**src/rtl/psf_pkg.sv**
```systemverilog
`default_nettype none
package psf_pkg;

  localparam int unsigned STATE_W = 3;
  localparam int unsigned EVENT_W = 4;
  localparam int unsigned ACT_W   = 4;
  localparam int unsigned TIME_W  = 16;
  localparam int unsigned NUM_ST  = 6;
  localparam int unsigned NUM_EV  = 15;

  // session states
  localparam logic [STATE_W-1:0] ST_IDLE        = 3'd0;
  localparam logic [STATE_W-1:0] ST_CONNECT     = 3'd1;
  localparam logic [STATE_W-1:0] ST_ACTIVE      = 3'd2;
  localparam logic [STATE_W-1:0] ST_OPENSENT    = 3'd3;
  localparam logic [STATE_W-1:0] ST_OPENCONFIRM = 3'd4;
  localparam logic [STATE_W-1:0] ST_ESTABLISHED = 3'd5;
  localparam logic [3:0]         ST_KEEP        = 4'd7;

  // action codes
  localparam logic [ACT_W-1:0] ACT_NONE      = 4'd0;
  localparam logic [ACT_W-1:0] ACT_INIT      = 4'd1;
  localparam logic [ACT_W-1:0] ACT_CLOSE     = 4'd2;
  localparam logic [ACT_W-1:0] ACT_OPEN      = 4'd3;
  localparam logic [ACT_W-1:0] ACT_NOTIFY    = 4'd4;
  localparam logic [ACT_W-1:0] ACT_RETRYTMR  = 4'd5;
  localparam logic [ACT_W-1:0] ACT_RETRYNOW  = 4'd6;
  localparam logic [ACT_W-1:0] ACT_KEEPALIVE = 4'd7;
  localparam logic [ACT_W-1:0] ACT_HOLDRST   = 4'd8;
  localparam logic [ACT_W-1:0] ACT_UPDATE    = 4'd9;

  // timer selects
  localparam logic [1:0] TMR_NONE      = 2'd0;
  localparam logic [1:0] TMR_CONNECT   = 2'd1;
  localparam logic [1:0] TMR_KEEPALIVE = 2'd2;
  localparam logic [1:0] TMR_HOLD      = 2'd3;

  // messages
  localparam logic [1:0] MSG_NONE      = 2'd0;
  localparam logic [1:0] MSG_OPEN      = 2'd1;
  localparam logic [1:0] MSG_KEEPALIVE = 2'd2;

  // configuration register indexes and reset values
  localparam logic [1:0] REG_CONNECT_RETRY = 2'd0;
  localparam logic [1:0] REG_KEEPALIVE     = 2'd1;
  localparam logic [1:0] REG_HOLD          = 2'd2;

  localparam logic [TIME_W-1:0] CONNECT_RETRY_RST = 16'd120;
  localparam logic [TIME_W-1:0] KEEPALIVE_RST     = 16'd30;
  localparam logic [TIME_W-1:0] HOLD_RST          = 16'd90;

  // entry: action in the high nibble, next state in the low nibble
  localparam logic [7:0] TRANS [0:NUM_ST-1][0:NUM_EV-1] = '{
    '{8'h11, 8'h07, 8'h07, 8'h07, 8'h07, 8'h07, 8'h07, 8'h07,
      8'h07, 8'h07, 8'h07, 8'h07, 8'h07, 8'h07, 8'h07},
    '{8'h07, 8'h20, 8'h33, 8'h20, 8'h52, 8'h20, 8'h61, 8'h20,
      8'h20, 8'h20, 8'h20, 8'h20, 8'h20, 8'h07, 8'h20},
    '{8'h07, 8'h20, 8'h33, 8'h20, 8'h07, 8'h20, 8'h61, 8'h20,
      8'h20, 8'h20, 8'h20, 8'h20, 8'h20, 8'h07, 8'h20},
    '{8'h07, 8'h40, 8'h40, 8'h52, 8'h40, 8'h20, 8'h40, 8'h40,
      8'h40, 8'h74, 8'h40, 8'h40, 8'h20, 8'h07, 8'h40},
    '{8'h07, 8'h40, 8'h40, 8'h40, 8'h40, 8'h52, 8'h40, 8'h40,
      8'h74, 8'h40, 8'h05, 8'h40, 8'h20, 8'h07, 8'h40},
    '{8'h07, 8'h40, 8'h40, 8'h40, 8'h40, 8'h20, 8'h40, 8'h40,
      8'h75, 8'h40, 8'h85, 8'h85, 8'h20, 8'h95, 8'h40}
  };

  typedef struct packed {
    logic [TIME_W-1:0] connect_retry_time;
    logic [TIME_W-1:0] keepalive_time;
    logic [TIME_W-1:0] hold_period;
  } psf_cfg_t;

  typedef struct packed {
    logic [1:0]         send_message;
    logic [TIME_W-1:0]  timer_load_value;
    logic [1:0]         timer_start_select;
    logic [1:0]         timer_stop_select;
    logic               disconnect_request;
    logic               connect_request;
    logic [ACT_W-1:0]   action_code;
    logic [STATE_W-1:0] new_state;
  } psf_result_t;

endpackage
`default_nettype wire

```
**src/rtl/psf_decode.sv**
```systemverilog
`default_nettype none
module psf_decode (
  input  wire logic [psf_pkg::STATE_W-1:0] state,
  input  wire logic [psf_pkg::EVENT_W-1:0] event_code,
  input  wire logic                        link_up,
  input  wire psf_pkg::psf_cfg_t           cfg,
  output psf_pkg::psf_result_t             res
);
  import psf_pkg::*;

  logic [STATE_W-1:0] st;
  logic [7:0]         entry;

  always_comb begin
    // out-of-range state falls back to idle
    st = (state <= ST_ESTABLISHED) ? state : ST_IDLE;
    entry = {ACT_NONE, ST_KEEP};
    if (event_code < EVENT_W'(NUM_EV)) begin
      entry = TRANS[st][event_code];
    end

    res = '0;
    res.action_code = entry[7:4];
    res.new_state   = (entry[3:0] == ST_KEEP) ? st : entry[STATE_W-1:0];

    unique case (entry[7:4])
      ACT_INIT: begin
        if (!link_up) begin
          res.connect_request    = 1'b1;
          res.timer_start_select = TMR_CONNECT;
          res.timer_load_value   = cfg.connect_retry_time;
        end
      end
      ACT_CLOSE: begin
        res.disconnect_request = link_up;
      end
      ACT_OPEN: begin
        res.send_message      = MSG_OPEN;
        res.timer_stop_select = TMR_CONNECT;
      end
      ACT_RETRYTMR: begin
        res.timer_start_select = TMR_CONNECT;
        res.timer_load_value   = cfg.connect_retry_time;
      end
      ACT_RETRYNOW: begin
        res.disconnect_request = 1'b1;
        res.connect_request    = 1'b1;
        res.timer_start_select = TMR_CONNECT;
        res.timer_load_value   = cfg.connect_retry_time;
      end
      ACT_KEEPALIVE: begin
        res.send_message       = MSG_KEEPALIVE;
        res.timer_stop_select  = TMR_KEEPALIVE;
        res.timer_start_select = TMR_KEEPALIVE;
        res.timer_load_value   = cfg.keepalive_time;
      end
      ACT_HOLDRST: begin
        res.timer_stop_select  = TMR_HOLD;
        res.timer_start_select = TMR_HOLD;
        res.timer_load_value   = cfg.hold_period;
      end
      default: begin
      end
    endcase
  end

endmodule
`default_nettype wire

```
**src/rtl/peer_session_fsm.sv**
```systemverilog
`default_nettype none
// Session state machine for a BGP-style peering protocol.
// Input stream: each transfer carries one event and the transport-connected
// flag. The event looks up a fixed transition table for the current session
// state; the result gives the next state, the action code and the transport,
// timer and message commands for that event.
// Output stream: exactly one result transfer per input transfer, in order.
// Latency: the result is valid on the cycle after the input transfer.
// Throughput: one event per cycle; the output register frees in the same
// cycle that its result is taken, so a new event is accepted alongside.
// When the receiver stalls, the held result stays in the output register and
// in_tready drops until it is taken.
// Configuration: cfg_we writes cfg_wdata into the timer duration selected by
// cfg_index (0 connect retry, 1 keepalive, 2 hold); index 3 is ignored.
// Write only while no result is pending.
// Reset (synchronous, rst_n low): state returns to idle, the output register
// empties and the durations return to 120, 30 and 90.
module peer_session_fsm (
  input  wire logic        clk,
  input  wire logic        rst_n,
  input  wire logic        in_tvalid,
  output logic             in_tready,
  input  wire logic [7:0]  in_tdata,   // [3:0] event_code, [4] link_up
  output logic             out_tvalid,
  input  wire logic        out_tready,
  // [2:0] new_state, [6:3] action_code, [7] connect_request,
  // [8] disconnect_request, [10:9] timer_stop_select,
  // [12:11] timer_start_select, [28:13] timer_load_value, [30:29] send_message
  output logic [31:0]      out_tdata,
  input  wire logic        cfg_we,
  input  wire logic [1:0]  cfg_index,
  input  wire logic [15:0] cfg_wdata
);
  import psf_pkg::*;

  psf_cfg_t           cfg_r;
  logic [STATE_W-1:0] state_r;
  logic               out_valid_r;
  psf_result_t        out_r;
  psf_result_t        res;
  logic               in_xfer;

  psf_decode u_decode (
    .state      (state_r),
    .event_code (in_tdata[EVENT_W-1:0]),
    .link_up    (in_tdata[EVENT_W]),
    .cfg        (cfg_r),
    .res        (res)
  );

  assign in_tready  = !out_valid_r || out_tready;
  assign in_xfer    = in_tvalid && in_tready;
  assign out_tvalid = out_valid_r;
  assign out_tdata  = {1'b0, out_r};

  always_ff @(posedge clk) begin
    if (!rst_n) begin
      cfg_r.connect_retry_time <= CONNECT_RETRY_RST;
      cfg_r.keepalive_time     <= KEEPALIVE_RST;
      cfg_r.hold_period        <= HOLD_RST;
    end else if (cfg_we) begin
      unique case (cfg_index)
        REG_CONNECT_RETRY: cfg_r.connect_retry_time <= cfg_wdata;
        REG_KEEPALIVE:     cfg_r.keepalive_time     <= cfg_wdata;
        REG_HOLD:          cfg_r.hold_period        <= cfg_wdata;
        default: begin
        end
      endcase
    end
  end

  always_ff @(posedge clk) begin
    if (!rst_n) begin
      state_r     <= ST_IDLE;
      out_valid_r <= 1'b0;
    end else begin
      if (in_xfer) begin
        state_r     <= res.new_state;
        out_valid_r <= 1'b1;
      end else if (out_tready) begin
        out_valid_r <= 1'b0;
      end
    end
  end

  // payload: load on every accepted transfer
  always_ff @(posedge clk) begin
    if (in_xfer) begin
      out_r <= res;
    end
  end

endmodule
`default_nettype wire

```
**config.mk**
```make
export PLATFORM = sky130hd
export DESIGN_NAME = peer_session_fsm
export DESIGN_NICKNAME = d
export VERILOG_FILES = /design/src/rtl/psf_pkg.sv /design/src/rtl/psf_decode.sv /design/src/rtl/peer_session_fsm.sv
export SDC_FILE = /design/constraint.sdc
export NUM_CORES = 1
export LEC_CHECK = 0
export BUFFER_PORTS_ARGS = -buffer_cell sky130_fd_sc_hd__buf_2
export CAP_MARGIN = 0
export CORE_MARGIN = 5
export CORE_UTILIZATION = 51
export DETAILED_ROUTE_END_ITERATION = 7
export PLACE_DENSITY = 0.76
export SLEW_MARGIN = 30
export SYNTH_ARGS = -nofsm -noshare
export SYNTH_HDL_FRONTEND = slang
export SYNTH_SLANG_ARGS = --single-unit
```
**constraint.sdc**
```tcl
create_clock -name clk -period 2.9 [get_ports clk]
set_input_delay 0.58 -clock clk [delete_from_list [all_inputs] [get_ports clk]]
set_output_delay 0.58 -clock clk [all_outputs]
set_load 0.005 [all_outputs]
```
After elaboration in Yosys (flattened, before gate mapping)
Memory sizes are Yosys's and may differ from the RTL's. Index checks and enable logic that the tools add are counted.

Memories kept: 1. Output and inout port bits: 34. Memory bits (read-only): 960. Register bits after elaboration: 83. Input bits: 31. Logic and storage cells: 56.

$lt $le $gt $ge: 4. Bitwise operators: 2. Reductions and logical operators: 9. Equality and inequality tests: 10. Muxes and demuxes: 17.

Memory list: (name not given) (words 8, width 120, read ports 1, clocked after memory_dff 0, wr ports 0, RTL line psf_decode.sv:19) `entry = TRANS[st][event_code];`.

Operator list (number): two-way mux 120 bit (2); case mux 18 bit (4 select lines) (1); binary-select mux 8 bit (select 4 bit) (1); two-way mux 8 bit (3); two-way mux 18 bit (1); == test 4 x 3 -> 1 bit, second input constant (4); == test 4 x 2 -> 1 bit, second input constant (2); two-way mux 3 bit (2); case mux 2 bit (3 select lines) (1); AND reduction 2 bit (3); >= comparator 5 bit, second input constant (1); NOT 4 -> 5 bit (1); == test 4 x 1 -> 1 bit, second input constant (1); == test 4 bit, second input constant (1); >= comparator 4 bit, second input constant (1); < comparator 4 bit, second input constant (1); NOT 3 -> 4 bit (1); case mux 1 bit (2 select lines) (2); case mux 2 bit (2 select lines) (1); less-or-equal comparator 3 bit, second input constant (1); two-way mux 1 bit (3); == test 2 x 1 -> 1 bit, second input constant (1); == test 2 bit, second input constant (1); logical NOT 2 bit (1); 5 further kinds (5).

Depth between registers and ports, before layout
Depth in word-level cells: 13. Mapped depth: 13. Depth with buffers taken out: 11.

Modules after synthesis
From an unflattened synthesis, not the netlist that was laid out.

Cells, all modules: 421. Area total of the unflattened synthesis: 4264.1 µm².

Modules (own cells, without submodules): peer_session_fsm (times used 1, seq. area each 1971.9 µm², area each 2850.2 µm², cells each 228); psf_decode (times used 1, seq. area each 0.0 µm², area each 1413.9 µm², cells each 193).

Worst setup path after synthesis
Ideal clock, no wire load.

Path type: reg-to-reg. From: register state_r[0]. To: register out_r (netlist bit out_tdata[14]), data pin. Required time: 2639 ps. Cell stages (with the launch flop): 14. Arrival time: 2600 ps. Setup slack: 40 ps. Cell sequence: dfxtp_1 > buf_6 > clkbuf_1 > nand2_1 > inv_1 > ha_1 > mux2_2 > nand2_1 > a21oi_1 > nor3_2 > inv_1 > mux2i_4 > buf_6 > a221o_1.

RTL lines: start: declaration (RTL line peer_session_fsm.sv:37) `logic [STATE_W-1:0] state_r;`; start signal: assignment (RTL line peer_session_fsm.sv:78) `state_r <= res.new_state;`; end signal: assignment (RTL line peer_session_fsm.sv:89) `out_r <= res;`; end: declaration (RTL line peer_session_fsm.sv:39) `psf_result_t out_r;`.

==> impl_metrics.ini <==
[hold_path]
hp-class = flop to flop
min_path_cells = 2

[synthesis]
synth_enable_flop_cells = 30
synth-seq-area-share_pct = 47.8
synth.distinct_cells = 58
synthAdderAreaFrac_pct = 0.616
synth_mux_area_share_pct = 0.831
synth_xor_area_share_pct = 0
yosys.area.top_type_share_pct = 25.6
yosysTopAreaCell = dfxtp_1
netlist_area_sq_um = 4060
ys_ff_latch = 82
synth_warnings = 0
synthArstFlopShare_pct = 0
yosys.cell_count.top_type = nand2_1
synth_compound_area_share_pct = 21.9
syn_area_per_cell_sq_um = 8.97
synthSimpleGateAreaFrac_pct = 23.3
syn_inst = 453
synthTopCellsByArea = dfxtp_1 26%, edfxtp_1 22%, nand2_1 11%, a21boi_0 7.0%, a221o_1 3.9%
yosys-top-cells-count = 117 x nand2_1, 52 x dfxtp_1, 38 x a21boi_0
synth.net_count = 486
synth_top_family_by_area = simple AND/OR/NAND/NOR gates
synth_ff_type = dfxtp_1

[clock_network]
clk_latency_ns = 0.35
post_cts_buffers = 0
ctsHoldBuffers = 0
htreeDepth = 3
clk_pin_slew_worst_paths_ns = 0.09
numCtsBuffers = 9
clock_sinks = 82
ctsLongestPathBuffers = 2
cts_tree = built
cts-root-buf = clkbuf_8
cts_resized = 0

[routing]
detail_route.iter0.violations = 231
drc = 0
firstDrtPassIters = 4
antenna_left = 0
viasPerCell = 5.72
dr_total_vias = 3521
wire_per_inst_um = 15.7
wl_um = 9690

[critical_path]
startpoint = state_r[1]$_SDFFE_PN0P_
crit_type = flop to flop
critPathArrivalTime_ns = 2.78
r2r_setup_slack_ns = 0.21
reg2reg_from = state_r[1]$_SDFFE_PN0P_
path_max_fanout = 16
r2r_end = out_tdata[22]$_DFFE_PP_
cp_data_required_time_ns = 2.99
end_kind = flop
startpoint_type = flop
rr_worst_depth = 11
endpoint = out_tdata[22]$_DFFE_PP_

[sta]
max_freq_mhz = 371
finalCriticalPeriod_ns = 2.69
holdWs_ns = 0.462
setup-tns-final_ns = 0
min_period_over_period_pct = 92.9
fin_worst_skew_ns = 0.0165
worst_pin_slew_ns = 0.785
timing_hold_violations_final = 0
rsz0062_at_grt = no
maxSlewViolCount = 0
max_slew_margin_pct = 47.5
finalSetupViolCount = 0

[grt]
grt-ovfl-total = 0
grt_start_max_net_pins = 32
track_usage_pct = 20.1
grt_pass1_vias = 3390
antenna_found_initial = 0
grt_pass1_wl_um = 16100

[final_layout]
nets = 542
layout-drive-gt1-share_pct = 22.4
antenna_cells = 0
syn_to_final_growth_pct = 16.8
fillers = 693

[floorplan]
die_h_um = 99.3
core_sq_um = 7730
num_rows = 32
start_util_pct = 52.6
die_w_um = 99.3
die-area_sq_um = 9850
ioPinCount = 65

[power_and_ir_drop]
max-vdd-ir-drop_mv = 0.360
leakage_nw = 1.93
power_density_nw_per_um2 = 581

[placement]
routabilityCongestion = 0.913
post-dp-hpwl_um = 6630
io_buffers = 60

[run]
cap_violations = 0

[status]
outcome = finished, final reports clean
how the worst min path moves through the flow:
stage / startpoint / to
final: cfg_r[8]$_SDFFE_PN0P_ / cfg_r[8]$_SDFFE_PN0P_
after global routing: cfg_wdata[4] / cfg_r[36]$_SDFFE_PN1P_
after CTS: cfg_wdata[4] / cfg_r[20]$_SDFFE_PN1P_
after detailed placement: cfg_r[4]$_SDFFE_PN1P_ / cfg_r[4]$_SDFFE_PN1P_
after global placement: cfg_r[4]$_SDFFE_PN1P_ / cfg_r[4]$_SDFFE_PN1P_
after floorplan: cfg_r[1]$_SDFFE_PN1P_ / cfg_r[1]$_SDFFE_PN1P_
worst max-delay path, stage by stage (launching register included):
cell	delay, ns
dfxtp_1	0.37
nand2_1	0.08
nand2_1	0.09
inv_1	0.06
ha_1	0.35
nor3_1	0.22
a211oi_1	0.09
a311o_1	0.35
nand3_1	0.19
mux2i_4	0.11
buf_12	0.16
a221o_1	0.36
registers in the layout, summed over array words and instances, names as in the netlist:
register    cells
cfg_r          48
state_r         3
out_tdata      30
out_tvalid      1
routing by layer:
metal | track usage [%] | vias to the layer above | wire (um) | share of wire, %
li1 | - | 1723 | - | -
met1 | 27.0 | 1653 | 4160 | 43
met2 | 32.4 | 131 | 4620 | 48
met3 | 4.70 | 14 | 765 | 7.9
met4 | 6.09 | 0 | 150 | 1.5
met5 | 0 | - | 0 | 0
through the flow:
step / setup slack [ns] / utilization [%] / cell area [sq um] / total power, mW / std cells
3_5_place_dp: 0.202 / 58.4 / 4510 / 1.83 / 600
3_3_place_gp: 0.242 / 58.4 / 4510 / 1.82 / 600
5_1_grt: 0.0538 / 61.4 / 4750 / 2.88 / 616
2_1_floorplan: 0.0396 / - / 4060 / 1.66 / 453
4_1_cts: 0.211 / 61.4 / 4750 / 2.76 / 616
6_report: 0.207 / 61.4 / 4750 / 2.76 / 616
layout by cell type (no fill, tap or decap), types with 2 or more instances in the layout:
| cell | count |
|---|---|
| nand2_1 | 117 |
| buf_2 | 60 |
| dfxtp_1 | 52 |
| a21boi_0 | 38 |
| edfxtp_1 | 30 |
| buf_4 | 23 |
| and3_1 | 17 |
| nand3_1 | 16 |
| a221o_1 | 16 |
| o21ai_0 | 14 |
| a21oi_1 | 12 |
| inv_1 | 10 |
| clkbuf_8 | 9 |
| nand2b_1 | 8 |
| nor3_1 | 8 |
| nor2_1 | 7 |
| nor2b_1 | 5 |
| o2111ai_1 | 4 |
| nand3b_1 | 4 |
| o22ai_1 | 4 |
| or2_2 | 3 |
| or3_1 | 3 |
| a311oi_1 | 3 |
| inv_6 | 3 |
| and2_1 | 2 |
| a31oi_1 | 2 |
| a311o_1 | 2 |
| a21o_1 | 2 |
| a211oi_1 | 2 |
| nor4_1 | 2 |
| and3b_1 | 2 |
| o32ai_1 | 2 |
| ha_1 | 2 |
| bufinv_16 | 2 |
power breakdown:
group          internal, mW  switching (mW)
registers              1.27          0.0258
logic                 0.210           0.301
clock network         0.501           0.450
total                  1.98           0.777
final cells by class:
type                    count  area [sq um]  area share [%]
multi-input cells         321          1910            40.2
repair buffers             84           493            10.4
clock buffers               9           124            2.61
flip-flops and latches     82          1940            40.9
clock inverters             7           110            2.32
inverters                  11          41.3           0.870
well taps                 102           128            2.69
logic make-up (layout without fill, tap and decap cells):
kind of cell | after synthesis | in the layout
simple gates | 202 | 202
fa+ha+maj | 2 | 2
buf+inv | 50 | 111
other cells | 1 | 1
compound gates | 114 | 114
flops | 82 | 82
mux | 2 | 2
No activity file was read; power rests on OpenSTA's default activity.
